$ cat config.mk
export PLATFORM = sky130hd
export DESIGN_NAME = anagram_word_filter
export DESIGN_NICKNAME = d
export VERILOG_FILES = /design/src/rtl/core/awf_pkg.sv /design/src/rtl/core/awf_slot_cell.sv /design/src/rtl/core/awf_slot_chain.sv /design/src/rtl/core/anagram_word_filter.sv
export SDC_FILE = /design/constraint.sdc
export NUM_CORES = 1
export LEC_CHECK = 0
export ABC_AREA = 1
export ABC_CLOCK_PERIOD_IN_PS = 9700
export BUFFER_PORTS_ARGS = -buffer_cell sky130_fd_sc_hd__buf_4
export CAP_MARGIN = 20
export CORE_MARGIN = 1
export CORE_UTILIZATION = 58
export DETAILED_ROUTE_END_ITERATION = 7
export PLACE_DENSITY = 0.81
export SYNTH_ARGS = -nofsm -noshare
export SYNTH_HDL_FRONTEND = slang
export SYNTH_HIERARCHICAL = 1
export SYNTH_SLANG_ARGS = --single-unit
$ cat constraint.sdc
create_clock -name clk -period 9.7 [get_ports clk]
set_clock_uncertainty 0.05 [all_clocks]
set_input_delay 1.94 -clock clk [delete_from_list [all_inputs] [get_ports clk]]
set_output_delay 1.94 -clock clk [all_outputs]
set_load 0.02 [all_outputs]
$ cat src/rtl/core/awf_pkg.sv
// Package for the anagram word filter: shared constants, register codes and
// the control struct that the slot cells receive. No dependencies.
`default_nettype none

package awf_pkg;

    localparam int NUM_SLOTS    = 16;
    localparam int MAX_WORD_LEN = 16;
    localparam int DICT_WORDS   = 65536;

    localparam int CHAR_W  = 8;
    localparam int LEN_W   = 5;
    localparam int COUNT_W = 10;
    localparam int INDEX_W = 16;
    localparam int CFG_W   = 64;
    localparam int ADDR_W  = 5;

    localparam logic [LEN_W-1:0]   MAX_LEN_VAL       = LEN_W'(MAX_WORD_LEN);
    localparam logic [INDEX_W-1:0] LAST_WORD         = INDEX_W'(DICT_WORDS - 1);
    localparam logic [COUNT_W-1:0] COUNT_MAX         = '1;
    localparam logic [COUNT_W-1:0] MAX_MATCHES_RESET = COUNT_W'(100);
    localparam logic [LEN_W-1:0]   TARGET_LEN_RESET  = LEN_W'(1);

    typedef enum logic [1:0] {
        REG_TARGET_LOW  = 2'd0,
        REG_TARGET_HIGH = 2'd1,
        REG_TARGET_LEN  = 2'd2,
        REG_MAX_MATCHES = 2'd3
    } cfg_reg_t;

    // step: an input byte is being processed this cycle.
    // clear: release every slot (word end or scan restart).
    typedef struct packed {
        logic step;
        logic clear;
    } slot_ctrl_t;

endpackage

`default_nettype wire

$ cat src/rtl/core/awf_slot_cell.sv
// One target slot of the anagram word filter: holds its used flag and passes
// the claim search on to the next slot. Depends on awf_pkg.
`default_nettype none

module awf_slot_cell (
    input  logic                           clk,
    input  logic                           rst_n,
    input  awf_pkg::slot_ctrl_t            ctrl,
    input  logic [awf_pkg::CHAR_W-1:0]     target_byte,
    input  logic                           slot_en,
    input  logic [awf_pkg::CHAR_W-1:0]     char_code,
    input  logic                           search_in,
    output logic                           search_out
);
    import awf_pkg::*;

    logic used_reg;
    logic used_next;
    logic hit;

    // The first free slot holding an equal byte takes the byte and stops the search.
    assign hit        = search_in && slot_en && !used_reg && (target_byte == char_code);
    assign search_out = search_in && !hit;

    always_comb
    begin
        priority if (ctrl.clear)
        begin
            used_next = 1'b0;
        end
        else if (ctrl.step && hit)
        begin
            used_next = 1'b1;
        end
        else
        begin
            used_next = used_reg;
        end
    end

    always_ff @(posedge clk or negedge rst_n)
    begin
        if (!rst_n)
        begin
            used_reg <= 1'b0;
        end
        else
        begin
            used_reg <= used_next;
        end
    end

endmodule

`default_nettype wire

$ cat src/rtl/core/awf_slot_chain.sv
// Row of slot cells for the anagram word filter; the claim search ripples
// from slot 0 upward. Depends on awf_pkg and awf_slot_cell.
`default_nettype none

module awf_slot_chain (
    input  logic                                      clk,
    input  logic                                      rst_n,
    input  awf_pkg::slot_ctrl_t                       ctrl,
    input  logic [awf_pkg::NUM_SLOTS*awf_pkg::CHAR_W-1:0] target_bytes,
    input  logic [awf_pkg::LEN_W-1:0]                 target_length,
    input  logic [awf_pkg::CHAR_W-1:0]                char_code,
    input  logic                                      search_en,
    output logic                                      claimed
);
    import awf_pkg::*;

    logic [NUM_SLOTS:0] search;

    assign search[0] = search_en;

    for (genvar i = 0; i < NUM_SLOTS; i++)
    begin : g_cell
        awf_slot_cell u_cell (
            .clk        (clk),
            .rst_n      (rst_n),
            .ctrl       (ctrl),
            .target_byte(target_bytes[i*CHAR_W +: CHAR_W]),
            .slot_en    (target_length > LEN_W'(i)),
            .char_code  (char_code),
            .search_in  (search[i]),
            .search_out (search[i+1])
        );
    end

    // The search was stopped somewhere along the row exactly when a slot took the byte.
    assign claimed = search_en && !search[NUM_SLOTS];

endmodule

`default_nettype wire

$ cat src/rtl/core/anagram_word_filter.sv
// Anagram word filter: one dictionary byte per cycle in, one result per word out. Each
// word's result is registered onto m_tdata in the cycle after its last byte is accepted.
// The byte rate rests on the combinational claim ripple through the sixteen slot cells;
// the output register lets the next byte in while a result is taken; a stalled result
// blocks it. Reset (rst_n low, asynchronous) clears the scan, the output valid and the
// configuration registers to their defaults. Depends on awf_pkg and awf_slot_chain.
`default_nettype none

module anagram_word_filter #(
    parameter int MAX_WORD_LEN = awf_pkg::MAX_WORD_LEN,
    parameter int DICT_WORDS   = awf_pkg::DICT_WORDS
) (
    input  logic                           clk,
    input  logic                           rst_n,
    // Input byte stream.
    input  logic                           s_tvalid,
    output logic                           s_tready,
    input  logic [7:0]                     s_tdata,   // [7:0] char_code
    input  logic                           s_tlast,   // word_end
    // Result stream.
    output logic                           m_tvalid,
    input  logic                           m_tready,
    output logic [31:0]                    m_tdata,   // [0] is_anagram, [16:1] word_index,
                                                      // [26:17] match_count,
                                                      // [27] limit_reached, [31:28] zero
    // Configuration port.
    input  logic                           psel,
    input  logic                           penable,
    input  logic                           pwrite,
    input  logic [awf_pkg::ADDR_W-1:0]     paddr,
    input  logic [awf_pkg::CFG_W-1:0]      pwdata,
    output logic [awf_pkg::CFG_W-1:0]      prdata,
    output logic                           pready
);
    import awf_pkg::*;

    // Longest word that can still match, and index of the last dictionary word.
    localparam logic [LEN_W-1:0]   MAX_LEN_LIMIT = LEN_W'(MAX_WORD_LEN);
    localparam logic [INDEX_W-1:0] LAST_INDEX    = INDEX_W'(DICT_WORDS - 1);

    // Configuration registers.
    logic [CFG_W-1:0]   target_low_reg;
    logic [CFG_W-1:0]   target_high_reg;
    logic [LEN_W-1:0]   target_len_reg;
    logic [COUNT_W-1:0] max_matches_reg;

    // Scan state.
    logic [LEN_W-1:0]   bytes_seen_reg,  bytes_seen_next;
    logic               word_failed_reg, word_failed_next;
    logic [COUNT_W-1:0] found_count_reg, found_count_next;
    logic [INDEX_W-1:0] word_counter_reg, word_counter_next;
    logic               scan_done_reg,   scan_done_next;

    // Output register.
    logic               out_valid_reg, out_valid_next;
    logic [31:0]        out_data_reg,  out_data_next;

    logic               cfg_write;
    cfg_reg_t           cfg_sel;
    logic               in_accept;
    logic               step;
    logic               word_done;
    logic               overlong;
    logic               claimed;
    slot_ctrl_t         slot_ctrl;

    // Per-word working values.
    logic [LEN_W-1:0]   bytes_val;
    logic               failed_val;
    logic               match;
    logic [COUNT_W-1:0] found_val;
    logic               limit_hit;

    assign pready    = 1'b1;
    assign cfg_sel   = cfg_reg_t'(paddr[ADDR_W-1:3]);
    assign cfg_write = psel && penable && pwrite && pready;

    // A new byte is taken whenever the output register is empty or is being drained.
    assign s_tready  = !out_valid_reg || m_tready;
    assign in_accept = s_tvalid && s_tready;
    // Once the scan has finished, bytes are still taken but dropped.
    assign step      = in_accept && !scan_done_reg;
    assign word_done = step && s_tlast;
    assign overlong  = bytes_seen_reg >= MAX_LEN_LIMIT;

    assign slot_ctrl.step  = step;
    assign slot_ctrl.clear = cfg_write || word_done;

    awf_slot_chain u_chain (
        .clk          (clk),
        .rst_n        (rst_n),
        .ctrl         (slot_ctrl),
        .target_bytes ({target_high_reg, target_low_reg}),
        .target_length(target_len_reg),
        .char_code    (s_tdata[CHAR_W-1:0]),
        .search_en    (!overlong),
        .claimed      (claimed)
    );

    // The byte counter stops at the maximum word length and the word fails from
    // then on; otherwise the word fails when no free slot holds the byte.
    always_comb
    begin
        bytes_val  = overlong ? bytes_seen_reg : bytes_seen_reg + LEN_W'(1);
        failed_val = word_failed_reg || overlong || !claimed;
        match      = !failed_val && (bytes_val == target_len_reg);
        found_val  = (match && (found_count_reg != COUNT_MAX))
                     ? found_count_reg + COUNT_W'(1) : found_count_reg;
        limit_hit  = match && (found_val == max_matches_reg);
    end

    always_comb
    begin
        bytes_seen_next   = bytes_seen_reg;
        word_failed_next  = word_failed_reg;
        found_count_next  = found_count_reg;
        word_counter_next = word_counter_reg;
        scan_done_next    = scan_done_reg;
        priority if (cfg_write)
        begin
            bytes_seen_next   = '0;
            word_failed_next  = 1'b0;
            found_count_next  = '0;
            word_counter_next = '0;
            scan_done_next    = 1'b0;
        end
        else if (word_done)
        begin
            bytes_seen_next  = '0;
            word_failed_next = 1'b0;
            found_count_next = found_val;
            // The last dictionary word ends the scan and keeps its index.
            if (word_counter_reg >= LAST_INDEX)
            begin
                scan_done_next = 1'b1;
            end
            else
            begin
                word_counter_next = word_counter_reg + INDEX_W'(1);
                scan_done_next    = limit_hit;
            end
        end
        else if (step)
        begin
            bytes_seen_next  = bytes_val;
            word_failed_next = failed_val;
        end
        else
        begin
            bytes_seen_next = bytes_seen_reg;
        end
    end

    always_comb
    begin
        out_data_next = {4'b0000, limit_hit, found_val, word_counter_reg, match};
        if (word_done)
        begin
            out_valid_next = 1'b1;
        end
        else if (m_tready)
        begin
            out_valid_next = 1'b0;
        end
        else
        begin
            out_valid_next = out_valid_reg;
        end
    end

    always_ff @(posedge clk or negedge rst_n)
    begin
        if (!rst_n)
        begin
            bytes_seen_reg   <= '0;
            word_failed_reg  <= 1'b0;
            found_count_reg  <= '0;
            word_counter_reg <= '0;
            scan_done_reg    <= 1'b0;
            out_valid_reg    <= 1'b0;
        end
        else
        begin
            bytes_seen_reg   <= bytes_seen_next;
            word_failed_reg  <= word_failed_next;
            found_count_reg  <= found_count_next;
            word_counter_reg <= word_counter_next;
            scan_done_reg    <= scan_done_next;
            out_valid_reg    <= out_valid_next;
        end
    end

    // The result payload only loads at a word end and needs no reset.
    always_ff @(posedge clk)
    begin
        if (word_done)
        begin
            out_data_reg <= out_data_next;
        end
    end

    // Configuration registers. Any write restarts the scan through cfg_write.
    always_ff @(posedge clk or negedge rst_n)
    begin
        if (!rst_n)
        begin
            target_low_reg  <= '0;
            target_high_reg <= '0;
            target_len_reg  <= TARGET_LEN_RESET;
            max_matches_reg <= MAX_MATCHES_RESET;
        end
        else if (cfg_write)
        begin
            unique case (cfg_sel)
                REG_TARGET_LOW:  target_low_reg  <= pwdata;
                REG_TARGET_HIGH: target_high_reg <= pwdata;
                REG_TARGET_LEN:  target_len_reg  <= pwdata[LEN_W-1:0];
                REG_MAX_MATCHES: max_matches_reg <= pwdata[COUNT_W-1:0];
                default:         target_low_reg  <= target_low_reg;
            endcase
        end
    end

    always_comb
    begin
        unique case (cfg_sel)
            REG_TARGET_LOW:  prdata = target_low_reg;
            REG_TARGET_HIGH: prdata = target_high_reg;
            REG_TARGET_LEN:  prdata = CFG_W'(target_len_reg);
            REG_MAX_MATCHES: prdata = CFG_W'(max_matches_reg);
            default:         prdata = '0;
        endcase
    end

    assign m_tvalid = out_valid_reg;
    assign m_tdata  = out_data_reg;

endmodule

`default_nettype wire

=== Yosys cells after proc, flatten, opt, wreduce, memory -nomap -nowiden ===
Cells that the tools add are included.

* Output and inout port bits: 99
* Register bits: 221
* Bits of input ports: 85
* Word-level logic and storage cells: 278

* Mux-type cells: 51
* Eq/ne operators: 23
* Reductions and logical operators: 156
* Add/subtract/negate cells: 3
* Order comparisons: 18

{| class="wikitable"
|+ Operators by type and width
! operator !! count
|-
| case mux 64 bit (4 select lines) || 1
|-
| equality test 8 bit || 16
|-
| logical AND 1 bit || 89
|-
| two-way mux 16 bit || 3
|-
| greater-than comparator 5 x 4 -> 1 bit, second input constant || 8
|-
| two-way mux 1 bit || 40
|-
| zero test 1 bit || 38
|-
| nonzero test 2 bit || 18
|-
| two-way mux 10 bit || 3
|-
| greater-than comparator 5 x 3 -> 1 bit, second input constant || 4
|-
| two-way mux 5 bit || 4
|-
| adder 16 x 1 -> 16 bit, second input constant || 1
|-
| greater-or-equal comparator 16 bit, second input constant || 1
|-
| adder 10 x 1 -> 10 bit, second input constant || 1
|-
| equality test 10 bit || 1
|-
| greater-than comparator 5 x 1 -> 1 bit, second input constant || 2
|-
| greater-than comparator 5 x 2 -> 1 bit, second input constant || 2
|-
| != test 10 bit, second input constant || 1
|-
| AND reduction 2 bit || 5
|-
| adder 5 x 1 -> 5 bit, second input constant || 1
|-
| equality test 5 bit || 1
|-
| greater-or-equal comparator 5 bit, second input constant || 1
|-
| equality test 2 bit, second input constant || 2
|-
| logical OR 1 bit || 4
|-
| other kinds (4) || 4
|}

=== Depth between registers and ports, before layout ===
Gate-level depths: netlist of run 1.

* Depth after elaboration: 95
* Mapped depth: 101
* Gate-level depth less buffers: 101

=== Hierarchy ===
Netlist of run 1, hierarchy kept.

{| class="wikitable"
|+ By module, submodules not included
! module !! cells each !! instances !! area an instance (um2) !! sequential area each (um2)
|-
| anagram_word_filter || 1015 || 1 || 9293.9 || 5275.1
|-
| awf_slot_cell || 25 || 16 || 163.9 || 25.0
|-
| awf_slot_chain || 35 || 1 || 152.6 || 0.0
|}

=== Worst setup path before layout of run 1 ===
No wires, ideal clock.

* Path type: input to register
* Start: input port s_tdata[1]
* End: register out_data_reg[27] (netlist: m_tdata[27]), data pin
* Stages on the path: 93
* Setup slack: -0.275 ns
* Path buffers: 0
* Data required time: 9.398 ns
* Setup time: 0.252 ns
* Data arrival time: 9.674 ns
* Cells stage by stage: xnor2_1 nand2_1 nor2_2 a21boi_0 nand2_1 nor2_1 nand3_1 nor2_1 a21boi_0 nand2_1 nor2_1 nand3_1 nor2_1 a21boi_0 nand2_1 nor2_1 nand3_1 nor2_1 (+57 left out) nor2_1 nand3_1 nor2_1 a21boi_0 nor2_1 nand2_1 nor2_1 nand3_1 nor2_4 nand3_4 o21ai_1 nand2_2 nand2_1 nand2_1 nand2_1 nor2_1 nand3_1 inv_1

* Longest elaborated chain between the ends: 89
* Elaborated cells on any way between the ends: 104
* Classes of those cells: 17 x eq/ne; 1 x mux; 86 x reduce/logical

{| class="wikitable"
|+ RTL lines
! item !! line !! RTL
|-
| from (decl) || anagram_word_filter.sv:18 || <nowiki>input logic [7:0] s_tdata,</nowiki>
|-
| equality test 8 bit (*) || awf_slot_cell.sv:22 || <nowiki>assign hit = search_in && slot_en && !used_reg && (target_byte == char_code);</nowiki>
|-
| logical AND 1 bit (*) || awf_slot_cell.sv:22 ||
|-
| zero test 1 bit (*) || awf_slot_cell.sv:23 || <nowiki>assign search_out = search_in && !hit;</nowiki>
|-
| logical AND 1 bit (*) || awf_slot_cell.sv:23 ||
|-
| via u_chain.search[1] || awf_slot_chain.sv:17 || <nowiki>logic [NUM_SLOTS:0] search;</nowiki>
|-
| logical AND 1 bit (3 in a row) || awf_slot_cell.sv:22 ||
|-
| zero test 1 bit || awf_slot_cell.sv:23 ||
|-
| logical AND 1 bit (*) || awf_slot_cell.sv:23 ||
|-
| via u_chain.search[2] || awf_slot_chain.sv:17 ||
|-
| (+5 left out) || -- ||
|-
| via u_chain.search[3] || awf_slot_chain.sv:17 ||
|-
| (+5 left out) || -- ||
|-
| via u_chain.search[4] || awf_slot_chain.sv:17 ||
|-
| (+5 left out) || -- ||
|-
| via u_chain.search[5] || awf_slot_chain.sv:17 ||
|-
| (+5 left out) || -- ||
|-
| via u_chain.search[6] || awf_slot_chain.sv:17 ||
|-
| (+5 left out) || -- ||
|-
| via u_chain.search[7] || awf_slot_chain.sv:17 ||
|-
| (+5 left out) || -- ||
|-
| via u_chain.search[8] || awf_slot_chain.sv:17 ||
|-
| (+5 left out) || -- ||
|-
| via u_chain.search[9] || awf_slot_chain.sv:17 ||
|-
| (+5 left out) || -- ||
|-
| via u_chain.search[10] || awf_slot_chain.sv:17 ||
|-
| (+5 left out) || -- ||
|-
| via u_chain.search[11] || awf_slot_chain.sv:17 ||
|-
| (+5 left out) || -- ||
|-
| via u_chain.search[12] || awf_slot_chain.sv:17 ||
|-
| (+5 left out) || -- ||
|-
| via u_chain.search[13] || awf_slot_chain.sv:17 ||
|-
| (+5 left out) || -- ||
|-
| via u_chain.search[14] || awf_slot_chain.sv:17 ||
|-
| (+5 left out) || -- ||
|-
| via u_chain.search[15] || awf_slot_chain.sv:17 ||
|-
| (+5 left out) || -- ||
|-
| via u_chain.search[16] || awf_slot_chain.sv:17 ||
|-
| (+2 left out) || -- ||
|-
| via claimed || anagram_word_filter.sv:64 || <nowiki>logic claimed;</nowiki>
|-
| (+2 left out) || -- ||
|-
| zero test 1 bit (*) || anagram_word_filter.sv:106 || <nowiki>match = !failed_val && (bytes_val == target_len_reg);</nowiki>
|-
| logical AND 1 bit (*) || anagram_word_filter.sv:106 ||
|-
| logical AND 1 bit (*) || anagram_word_filter.sv:107 || <nowiki>found_val = (match && (found_count_reg != COUNT_MAX))</nowiki>
|-
| two-way mux 10 bit (*) || anagram_word_filter.sv:108 || <nowiki>? found_count_reg + COUNT_W'(1) : found_count_reg;</nowiki>
|-
| via found_val[5] || anagram_word_filter.sv:71 || <nowiki>logic [COUNT_W-1:0] found_val;</nowiki>
|-
| equality test 10 bit (*) || anagram_word_filter.sv:109 || <nowiki>limit_hit = match && (found_val == max_matches_reg);</nowiki>
|-
| logical AND 1 bit (*) || anagram_word_filter.sv:109 ||
|-
| via limit_hit || anagram_word_filter.sv:72 || <nowiki>logic limit_hit;</nowiki>
|-
| to (signal assigned) || anagram_word_filter.sv:198 || <nowiki>out_data_reg <= out_data_next;</nowiki>
|-
| to (decl) || anagram_word_filter.sv:56 || <nowiki>logic [31:0] out_data_reg, out_data_next;</nowiki>
|}

Mark *: on every way through the listed nets, which the timed path passes. The rest lies on a longest branch.
A chain may end at the register's enable or synchronous reset.

=== Worst setup path after layout of run 1 ===
* Start: input port s_tdata[6]
* End: register scan_done_reg

* Longest elaborated chain between the ends: 92
* Elaborated cells on any way between the ends: 107
* Classes of those cells: 17 x eq/ne; 4 x mux; 86 x reduce/logical

{| class="wikitable"
|+ RTL lines
! item !! line !! RTL
|-
| equality test 8 bit (*) || awf_slot_cell.sv:22 ||
|-
| logical AND 1 bit (*) || awf_slot_cell.sv:22 ||
|-
| zero test 1 bit (*) || awf_slot_cell.sv:23 ||
|-
| logical AND 1 bit (*) || awf_slot_cell.sv:23 ||
|-
| via u_chain.search[1] || awf_slot_chain.sv:17 ||
|-
| logical AND 1 bit (3 in a row) || awf_slot_cell.sv:22 ||
|-
| zero test 1 bit || awf_slot_cell.sv:23 ||
|-
| logical AND 1 bit (*) || awf_slot_cell.sv:23 ||
|-
| via u_chain.search[2] || awf_slot_chain.sv:17 ||
|-
| (+5 left out) || -- ||
|-
| via u_chain.search[3] || awf_slot_chain.sv:17 ||
|-
| (+5 left out) || -- ||
|-
| via u_chain.search[4] || awf_slot_chain.sv:17 ||
|-
| (+5 left out) || -- ||
|-
| via u_chain.search[5] || awf_slot_chain.sv:17 ||
|-
| (+5 left out) || -- ||
|-
| via u_chain.search[6] || awf_slot_chain.sv:17 ||
|-
| (+5 left out) || -- ||
|-
| via u_chain.search[7] || awf_slot_chain.sv:17 ||
|-
| (+5 left out) || -- ||
|-
| via u_chain.search[8] || awf_slot_chain.sv:17 ||
|-
| (+5 left out) || -- ||
|-
| via u_chain.search[9] || awf_slot_chain.sv:17 ||
|-
| (+5 left out) || -- ||
|-
| via u_chain.search[10] || awf_slot_chain.sv:17 ||
|-
| (+5 left out) || -- ||
|-
| via u_chain.search[11] || awf_slot_chain.sv:17 ||
|-
| (+5 left out) || -- ||
|-
| via u_chain.search[12] || awf_slot_chain.sv:17 ||
|-
| (+5 left out) || -- ||
|-
| via u_chain.search[13] || awf_slot_chain.sv:17 ||
|-
| (+5 left out) || -- ||
|-
| via u_chain.search[14] || awf_slot_chain.sv:17 ||
|-
| (+5 left out) || -- ||
|-
| via u_chain.search[15] || awf_slot_chain.sv:17 ||
|-
| (+5 left out) || -- ||
|-
| via u_chain.search[16] || awf_slot_chain.sv:17 ||
|-
| (+2 left out) || -- ||
|-
| via claimed || anagram_word_filter.sv:64 ||
|-
| (+4 left out) || -- ||
|-
| logical AND 1 bit (*) || anagram_word_filter.sv:107 ||
|-
| two-way mux 10 bit (*) || anagram_word_filter.sv:108 ||
|-
| via found_val[9] || anagram_word_filter.sv:71 ||
|-
| equality test 10 bit (*) || anagram_word_filter.sv:109 ||
|-
| logical AND 1 bit (*) || anagram_word_filter.sv:109 ||
|-
| two-way mux 1 bit (*) || anagram_word_filter.sv:133 || <nowiki>if (word_counter_reg >= LAST_INDEX)</nowiki>
|-
| two-way mux 1 bit (*) || anagram_word_filter.sv:127 || <nowiki>else if (word_done)</nowiki>
|-
| two-way mux 1 bit (*) || anagram_word_filter.sv:119 || <nowiki>priority if (cfg_write)</nowiki>
|-
| to (signal assigned) || anagram_word_filter.sv:188 || <nowiki>scan_done_reg <= scan_done_next;</nowiki>
|-
| to (decl) || anagram_word_filter.sv:52 || <nowiki>logic scan_done_reg, scan_done_next;</nowiki>
|}

Mark *: on every way through the listed nets, which the timed path passes. The rest lies on a longest branch. The select of a mux whose other input is x is not followed.

==> metrics.md, run 1 <==
| Metric | Value |
|---|---|
| Synthesized cell area | 12100 um2 |
| Leakage | 7.33 nW |
| Gate Count Post-Synth | around 1500 |
| Worst hold path class | flip-flop to flip-flop |
| FFs w/ async S/R, synth | 87.3% |
| Worst vdd rail ir drop | 0.000142 V |
| Remaining DRCs | 0 |
| Status | finished, violations left |
| Hold buffers post-CTS | 0 |
| Combinational power share | 29.4% |
| Most frequent cells in the layout | 374 x nand2_1, 280 x buf_4, 189 x dfrtp_1 |
| Multi-input logic area | between 5000 and 6000 um2 |
| Worst skew pair latency | 530 ps |
| Htree depth | 1 |
| Crit path top cell by count | nand2_1 |
| Clk root buf | clkbuf_16 |
| Slowest cell on crit path | nand4_1 |
| IO Count | about 180 |
| # rows | 52 |
| Pwr dens | a little under 200 nW/um2 |
| Post-route cell area | roughly 16000 um2 |
| DP HPWL | 22200 um |
| Yosys cell types | 38 |
| PnR worst setup slack | -1730 ps |
| Via Count | roughly 11000 |
| F_max | 87.5 MHz |
| Area Growth Syn to Fin | 29.3% |
| Fin crit share | 118% |
| Syn. warnings | 6 |
| Critical Path RT | 10110 ps |
| Clk network pwr share | around 29% |
| Fillers | 1360 |
| Register area | 5680 um2 |
| Chip height | between 100 and 150 um |
| Fraction of layout cells with a size suffix above 1 | 29.8% |
| Core Area | 20300 um2 |
| Max Cap Viol | 0 |
| Post-DP Area | ~14000 um2 |
| Tot GR Track Use | between 30% and 40% |
| Setup_tns | -32850 ps |
| Initial Util | 59.5% |
| CTS Sinks | 221 |
| Post-DR vias/cell | 5.66 |
| # nets final | about 1800 |
| Grt ovf | 0 |
| Final ANT Viol Nets | 0 |
| Crit path kind | primary input to flip-flop |
| Cell Int Power | 0.00201 W |
| DR WL/cell | 18.0 um |
| Slew of the pin with the lowest slew margin | 969 ps |
| Final hold vios | 0 |
| CP arrival | 11840 ps |
| Worst-path clk slew | 60 ps |
| Chip width | 146 um |
| Largest net degree at the start of global routing | ~130 |
| CTS buffer count | 24 |
| Net Sw Power | 0.00102 W |
| Flop pwr share | around two fifths |
| Failing checks | negative setup slack |
| Final WL | 36300 um |
| Post-synthesis sequential area ratio | 47.0% |
| Post-synthesis register bit count | 221 |
| DRT Pass-1 Iters | 6 |
| Worst Path Max Fanout | 4 |
| Number of flops mapped to enable cells by yosys | 28 |
| Final setup viols | 25 |
| Nature of the critical path endpoint | flip-flop |
| Global-route wire length before repair | 56400 um |
| Gpl congestion | 0.953 |
| Worst Setup Start Kind | primary input |
| Placed instance count | 1903 |
| Initial antenna violation count | 1 |
| CP max stage delay | roughly 230 ps |
| Clock buffer depth | 3 |
| Switching Fraction | about 34% |
| I/O Buffers | approximately 180 |
| Min cycle time layout | 11430 ps |
| Most common cell after layout, fill and taps aside | nand2_1 |
| Unrepaired setup endpoints after global routing | true |
| Worst rel slew slack | 35.4% |
| Pins Over Slew Limit | 0 |
| Fin cells | 2017 |
| Most common flop cell mapped by yosys | dfrtp_1 |
| Vias in the first global route | around 11000 |
| Iter 0 DRT Violations | 908 |
| CTS tree | done |
| Syn Area/Cell | 8.32 um2 |
| Die area | 21400 um2 |
[worst max-delay path, delay by kind of cell]
kind            cells  cell delay [ps]
compound gates     17             2450
simple gates       68             6530
buf+inv             6              730
xor+xnor            1              140
[cell families (layout without fill, tap and decap cells)]
group | count (synthesis) | after routing | share of synthesized area, %
xor gates and xnor gates | 112 | 112 | 8.13
adders and majority gates | 4 | 4 | 0.415
other | 2 | 6 | 0.0622
and+or+nand+nor | 584 | 585 | 20.4
muxes | 59 | 59 | 5.50
DFF | 221 | 221 | 47.0
AOI/OAI and AO/OA | 227 | 227 | 10.8
buffers and inverters | 241 | 533 | 7.67
[stage by stage]
step / utilization, % / total power [W] / setup slack [ps] / hold slack (ps)
floorplan: - / 0.00174 / 40.3 / 375
global placement: 68.7 / 0.00200 / -1630 / 379
detailed placement: 68.7 / 0.00203 / -1990 / 389
CTS: 75.6 / 0.00297 / -570 / 402
global route: 76.9 / 0.00317 / -2260 / 413
finish: 76.9 / 0.00303 / -1730 / 401
[final cells by class]
class,count,share of cell area [%]
Inverter,195,4.71
Clock inverter,9,0.465
Clock buffer,34,4.35
Antenna cell,1,0.0160
Tap cell,270,2.17
Multi-Input combinational cell,992,37.0
Timing Repair Buffer,295,14.9
Sequential cell,221,36.4
[Yosys cell counts (2+ instances only)]
cell type	count	area, um2
o22ai_1	8	50.1
a21oi_1	14	70.1
buf_4	5	37.5
nor2_4	4	45.0
xnor2_1	112	981
nand2_1	384	1440
a221oi_1	2	17.5
o21ai_0	149	746
a21oi_2	16	140
o21ai_1	7	35.0
buf_2	2	10.0
nor3_1	8	40.0
o2111ai_1	5	43.8
nor2_2	20	125
nor2_1	74	278
buf_1	5	18.8
dfstp_2	4	105
dfrtp_1	189	4730
inv_1	189	709
ha_1	4	50.1
clkbuf_1	34	128
conb_1	2	7.51
inv_2	5	18.8
nand2_2	9	56.3
a21boi_0	16	120
nand3_1	70	350
mux2_2	59	664
nand3_2	2	20.0
o21ai_2	2	17.5
nand4_1	11	68.8
o221ai_1	5	43.8
edfxtp_1	28	841
[repair_timing]
| action | CTS | global route |
|---|---|---|
| endpoints found under the setup margin | 25 | 28 |
| gates cloned | 0 | 1 |
| setup buffers | 73 | 10 |
| pin swaps | 25 | 54 |
| resized for setup | 44 | 53 |
[layer usage]
layer  part of all wire, %  vias to the layer above  global-route usage (%)
met2                    48                      629                    54.6
met5                     0                        -                       0
met3                   9.1                      146                    6.22
met4                   5.1                        0                    17.7
li1                      -                     5189                       -
met1                    38                     5444                    42.7
[power groups by stage]
stage / Clock (W) / Sequential (W) / Combinational (W)
after floorplan: 0 / 0.00123 / 0.000511
after global placement: 0 / 0.00124 / 0.000762
after detailed placement: 0 / 0.00125 / 0.000783
after CTS: 0.000892 / 0.00124 / 0.000843
after global routing: 0.000938 / 0.00126 / 0.000970
final: 0.000893 / 0.00125 / 0.000893
[worst paths after layout]
check | from | endpoint | slack, ps | depth (start not counted)
min in group asynchronous | rst_n | target_high_reg[61] | 1460 | 1
max in group asynchronous | rst_n | max_matches_reg[2] | 6850 | 3
max | s_tdata[6] | scan_done_reg | -1730 | 92
min | word_counter_reg[9] | m_tdata[10] | 400 | 0
max reg2reg | target_len_reg[4] | scan_done_reg | -960 | 96
min reg2reg | word_counter_reg[9] | m_tdata[10] | 400 | 0
Power figures use the tool's default switching activity.
==> inputs of run 2 (changes only) <==
==> constraint.sdc (replaced) <==
create_clock -name clk -period 9.7 [get_ports clk]
set_clock_uncertainty 0.05 [all_clocks]
set_input_delay 1.94 -clock clk [delete_from_list [all_inputs] [get_ports clk]]
set_output_delay 1.94 -clock clk [all_outputs]
set_load 0.1 [all_outputs]
==> metrics.md, run 2 (same netlist as run 1, synthesis figures left out) <==
| Metric | Value |
|---|---|
| Status | finished, violations left |
| Failing checks | negative setup slack |
| DP HPWL | 21900 um (-1.6%) |
| Cell Int Power | 0.00206 W (+2.4%) |
| Slew of the pin with the lowest slew margin | 1010 ps (+42.5 ps) |
| Gpl congestion | 0.955 (+0.14%) |
| Worst hold path depth | 0 (unchanged) |
| Utilization after layout | 76.7% (-0.18 points) |
| Hold_sp | word_counter_reg[9] |
| Flop pwr share | 37.1% (-4.0 points) |
| DR WL/cell | 17.8 um (-1.1%) |
| Largest net degree at the start of global routing | 129 (unchanged) |
| Initial Util | 59.5% (unchanged) |
| Most common cell after layout, fill and taps aside | nand2_1 |
| Crit path top cell by count | nand2_1 |
| Placed instance count | 1904 (+0.053%) |
| Clk root buf | clkbuf_16 |
| Initial antenna violation count | 1 (unchanged) |
| Clock buffer depth | 3 (unchanged) |
| Tot GR Track Use | 32.2% (-1.3 points) |
| Post-DR vias/cell | 5.61 (-0.80%) |
| Most frequent cells in the layout | 369 x nand2_1, 260 x buf_4, 189 x dfrtp_1 |
| Die area | 21400 um2 (unchanged) |
| Area Growth Syn to Fin | 29.0% |
| Worst skew pair latency | 530 ps (about the same) |
| Reg-to-reg endpoint | scan_done_reg |
| Switching Fraction | 38.8% (+5.0 points) |
| Htree depth | 1 (unchanged) |
| Worst hold path class | flip-flop to flip-flop |
| Worst Path Max Fanout | 4 (unchanged) |
| Pwr dens | 216 nW/um2 (+11%) |
| CTS buffer count | 25 (+4.2%) |
| Combinational power share | 34.8% (+5.4 points) |
| IO Count | 184 (unchanged) |
| ANT cells | 0 (-1) |
| CTS Sinks | 221 (unchanged) |
| CTS tree | done |
| Chip width | 146 um (unchanged) |
| CP max stage delay | 250 ps (+20 ps) |
| Pins Over Slew Limit | 0 (unchanged) |
| Vias in the first global route | 10900 (-0.046%) |
| Hold Slack | 400 ps (-1.85 ps) |
| Min cycle time layout | 10730 ps (-705 ps) |
| Via Count | 11200 (-1.6%) |
| Worst rel slew slack | 32.3% (-3.1 points) |
| Iter 0 DRT Violations | 858 (-5.5%) |
| Leakage | 7.27 nW (-0.80%) |
| # nets final | 1803 (-0.83%) |
| Final setup viols | 25 (unchanged) |
| Max Cap Viol | 0 (unchanged) |
| Fin crit share | 111% (-7.3 points) |
| Worst-path clk slew | 60 ps (about the same) |
| Worst Hold Path EP | m_tdata[10] |
| Worst Setup Start Kind | primary input |
| Global-route wire length before repair | 54700 um (-3.1%) |
| I/O Buffers | 175 (unchanged) |
| Critical Path RT | 10110 ps (about the same) |
| F_max | 93.2 MHz (+6.6%) |
| Slowest cell on crit path | a21boi_2 |
| Remaining DRCs | 0 (unchanged) |
| PnR worst setup slack | -1030 ps (+705 ps) |
| DRT Pass-1 Iters | 5 (-1) |
| Final hold vios | 0 (unchanged) |
| Fraction of layout cells with a size suffix above 1 | 29.2% (-0.55 points) |
| Nature of the critical path endpoint | flip-flop |
| Core Area | 20300 um2 (unchanged) |
| Final ANT Viol Nets | 0 (unchanged) |
| Grt ovf | 0 (unchanged) |
| Clk network pwr share | 28.1% (-1.3 points) |
| Net Sw Power | 0.00130 W (+27%) |
| Worst vdd rail ir drop | 0.000152 V (+6.9%) |
| FF-to-FF Start | target_len_reg[4] |
| # rows | 52 (unchanged) |
| Crit path kind | primary input to flip-flop |
| Hold buffers post-CTS | 0 (unchanged) |
| Fin cells | 2001 (-0.79%) |
| Worst reg2reg setup slack | -250 ps (+710 ps) |
| Unrepaired setup endpoints after global routing | true |
| Chip height | 146 um (unchanged) |
| Final WL | 35600 um (-1.9%) |
| CP arrival | 11140 ps (-700 ps) |
| Cells on worst reg2reg path | 102 (+6.3%) |
run 2: cell types whose count changed in the layout (fill, tap and decap cells not counted), moves of 3 or more:
cell | previous run | this run
nand2_2 | 17 | 23
nand2_1 | 374 | 369
clkinv_2 | 4 | 1
buf_4 | 280 | 260
nand3_1 | 63 | 67
nand3_2 | 9 | 5
xnor2_4 | 0 | 3
nor2_2 | 36 | 39
run 2: what timing repair did:
action                     in CTS  in global routing
setup endpoints to repair      25                 26
setup buffers                  39                 14
gates resized for setup        61                 49
pin swaps                      46                 31
cloned                          1                  0
run 2: metrics by stage:
step	power, W	worst slack, ps	instance area [um2]	setup TNS [ps]
4_1_cts	0.00329	-655	15200	-7740
3_5_place_dp	0.00231	-2080	14000	-42230
3_3_place_gp	0.00228	-1630	14000	-31620
6_report	0.00336	-1030	15600	-16820
2_1_floorplan	0.00204	40.3	12100	0
5_1_grt	0.00350	-1780	15600	-34060
run 2: how the worst max path moves through the flow:
stage,startpoint,end,slack [ps],cells past startpoint
after floorplan,s_tdata[1],m_tdata[27],40,93
after global placement,s_tdata[1],scan_done_reg,-1630,98
after detailed placement,s_tdata[5],scan_done_reg,-2080,98
after CTS,s_tdata[6],scan_done_reg,-650,95
after global routing,s_tdata[6],scan_done_reg,-1780,95
final,s_tdata[6],scan_done_reg,-1030,95
run 2: area by class of cell:
type / count / area, um2
Multi-Input combinational cell: 992 / 5800
Clock buffer: 35 / 673
Fill cell: 1391 / 4730
Clock inverter: 9 / 128
Inverter: 195 / 734
Timing Repair Buffer: 279 / 2210
Tap cell: 270 / 338
Sequential cell: 221 / 5680
run 2: power groups by stage:
stage	clock network (W)	logic, W	registers [W]
2_1_floorplan	0	0.000774	0.00127
3_5_place_dp	0	0.00106	0.00125
3_3_place_gp	0	0.00104	0.00124
5_1_grt	0.000990	0.00124	0.00126
6_report	0.000943	0.00117	0.00125
4_1_cts	0.000948	0.00111	0.00123
run 2: layer usage:
layer  up-vias  part of all wire (%)  global-route usage, %
li1       5159                     -                      -
met2       587                    48                   53.4
met4         2                   5.0                   16.7
met1      5340                    38                   40.1
met3       139                   8.8                   6.25
met5         -                 0.048                      0
run 2: worst max-delay path: cells and delay by family:
family	cells	cell delay, ps
buffers and inverters	4	420
xor gates and xnor gates	1	170
and+or+nand+nor	74	6600
AOI/OAI and AO/OA	16	1980
==> inputs of run 3 (changes only) <==
--- a/config.mk
+++ b/config.mk
@@ -10,9 +10,10 @@
 export BUFFER_PORTS_ARGS = -buffer_cell sky130_fd_sc_hd__buf_4
 export CAP_MARGIN = 20
 export CORE_MARGIN = 1
-export CORE_UTILIZATION = 58
+export CORE_UTILIZATION = 59
+export CTS_BUF_LIST = sky130_fd_sc_hd__clkbuf_8
 export DETAILED_ROUTE_END_ITERATION = 7
-export PLACE_DENSITY = 0.81
+export PLACE_DENSITY = 0.82
 export SYNTH_ARGS = -nofsm -noshare
 export SYNTH_HDL_FRONTEND = slang
 export SYNTH_HIERARCHICAL = 1
==> metrics.md, run 3 (same netlist as run 1, synthesis figures left out) <==
| Metric | Value |
|---|---|
| Status | finished, violations left |
| Failing checks | negative setup slack |
| Iter 0 DRT Violations | 768 (-10%) |
| Gpl congestion | 0.975 (+2.1%) |
| Leakage | 7.25 nW (-0.25%) |
| Register area | 5680 um2 (unchanged) |
| Worst Path Max Fanout | 5 (+1) |
| Vias in the first global route | 11000 (+0.55%) |
| Via Count | 11000 (-1.7%) |
| Most frequent cells in the layout | 367 x nand2_1, 240 x buf_4, 196 x inv_1 |
| Largest net degree at the start of global routing | 121 (-6.2%) |
| Final setup viols | 25 (unchanged) |
| Clk root buf | clkbuf_8 |
| Crit path top cell by count | nand2_1 |
| Grt ovf | 0 (unchanged) |
| Fillers | 1341 (-3.6%) |
| Unrepaired setup endpoints after global routing | true |
| Clock buffer depth | 3 (unchanged) |
| Most common cell after layout, fill and taps aside | nand2_1 |
| Place WS | -2230 ps (-152 ps) |
| Fraction of layout cells with a size suffix above 1 | 30.1% (+0.84 points) |
| Multi-input logic area | 5810 um2 (+0.19%) |
| Initial antenna violation count | 0 (-1) |
| Max Cap Viol | 0 (unchanged) |
| PnR worst setup slack | -1280 ps (-247 ps) |
| Final WL | 34400 um (-3.6%) |
| F_max | 91.1 MHz (-2.2%) |
| Nature of the critical path endpoint | flip-flop |
| Worst hold path depth | 0 (unchanged) |
| Chip height | 145 um (-0.84%) |
| Pins Over Slew Limit | 0 (unchanged) |
| Hold buffers post-CTS | 0 (unchanged) |
| Worst Setup Start Kind | primary input |
| Worst skew pair latency | 550 ps (+20 ps) |
| Post-route cell area | 15400 um2 (-0.81%) |
| I/O Buffers | 175 (unchanged) |
| DP HPWL | 22500 um (+2.8%) |
| # nets final | 1806 (+0.17%) |
| Core Area | 19800 um2 (-2.6%) |
| Slew of the pin with the lowest slew margin | 1060 ps (+47.7 ps) |
| Die area | 21000 um2 (-1.7%) |
| ANT cells | 0 (unchanged) |
| Final ANT Viol Nets | 0 (unchanged) |
| DR WL/cell | 17.1 um (-4.0%) |
| CTS Sinks | 221 (unchanged) |
| CP max stage delay | 200 ps (-50 ps) |
| Final hold vios | 0 (unchanged) |
| Worst rel slew slack | 29.2% (-3.2 points) |
| Critical Path RT | 10120 ps (about the same) |
| Worst hold path class | flip-flop to flip-flop |
| Pwr dens | 210 nW/um2 (-2.6%) |
| Worst vdd rail ir drop | 0.000211 V (+38%) |
| Min cycle time layout | 10980 ps (+247 ps) |
| Worst-path clk slew | 60 ps (about the same) |
| Chip width | 145 um (-0.84%) |
| Post-DP Area | 14000 um2 (+0.12%) |
| Tot GR Track Use | 32.2% (+0.046 points) |
| Remaining DRCs | 0 (unchanged) |
| CP arrival | 11400 ps (+260 ps) |
| Initial Util | 61.0% (+1.6 points) |
| Crit path kind | primary input to flip-flop |
| DRT Pass-1 Iters | 6 (+1) |
| Cells on worst reg2reg path | 101 (-0.98%) |
| Global-route wire length before repair | 54200 um (-0.92%) |
| Slowest cell on crit path | a21boi_2 |
| Area Growth Syn to Fin | 27.9% |
| CTS buffer count | 40 (+60%) |
| Post-DR vias/cell | 5.49 (-2.2%) |
| Fin crit share | 113% (+2.5 points) |
| # rows | 51 (-1.9%) |
| CTS tree | done |
| IO Count | 184 (unchanged) |
| Htree depth | 2 (+1) |
[run 3: layout make-up]
| cell class | count | area share (%) |
|---|---|---|
| clock buffers | 49 | 4.37 |
| clock inverters | 22 | 0.624 |
| well taps | 265 | 2.15 |
| multi-input cells | 992 | 37.7 |
| repair buffers | 267 | 13.7 |
| flip-flops and latches | 221 | 36.8 |
| inverters | 195 | 4.76 |
[run 3: per-stage QoR]
step | total power [W] | TNS [ps] | hold WS [ps] | std cells | util, %
4_1_cts | 0.00321 | -10280 | 411 | 2010 | 76.9
6_report | 0.00325 | -21420 | 407 | 2011 | 78.0
5_1_grt | 0.00338 | -38010 | 413 | 2011 | 78.0
2_1_floorplan | 0.00204 | 0 | 375 | 1453 | -
3_3_place_gp | 0.00229 | -35810 | 380 | 1902 | 70.6
3_5_place_dp | 0.00232 | -45020 | 396 | 1902 | 70.6
[run 3: repair_timing]
action,in CTS,in global routing
pin swaps,53,85
resized for setup,64,63
buffers inserted,39,6
endpoints found under the setup margin,25,25
gates cloned,1,0
[run 3: worst max-delay path, delay by kind of cell]
family / cells / cell delay, ps
xor gates and xnor gates: 1 / 130
and+or+nand+nor: 79 / 7180
buffers and inverters: 1 / 100
AOI/OAI and AO/OA: 16 / 2050
[run 3: final timing paths]
| check | startpoint | to | slack, ps |
|---|---|---|---|
| setup / recovery | s_tdata[0] | scan_done_reg | -1280 |
| min in group asynchronous | rst_n | found_count_reg[3] | 1480 |
| setup reg to reg | target_len_reg[4] | scan_done_reg | -550 |
| hold / removal | word_counter_reg[9] | m_tdata[10] | 410 |
| max in group asynchronous | rst_n | target_low_reg[33] | 6580 |
| hold reg to reg | word_counter_reg[9] | m_tdata[10] | 410 |
[run 3: power breakdown]
part           switching [W]  internal, W
Sequential          0.000140      0.00110
Combinational       0.000764     0.000381
Clock               0.000400     0.000456
Total                0.00130      0.00194
[run 3: per-layer routing]
layer / track usage [%] / vias to the layer above / routed length (um)
li1: - / 5164 / -
met1: 40.9 / 5230 / 13700
met2: 53.3 / 526 / 16700
met3: 5.50 / 114 / 2650
met4: 16.0 / 0 / 1310
met5: 0 / - / 0
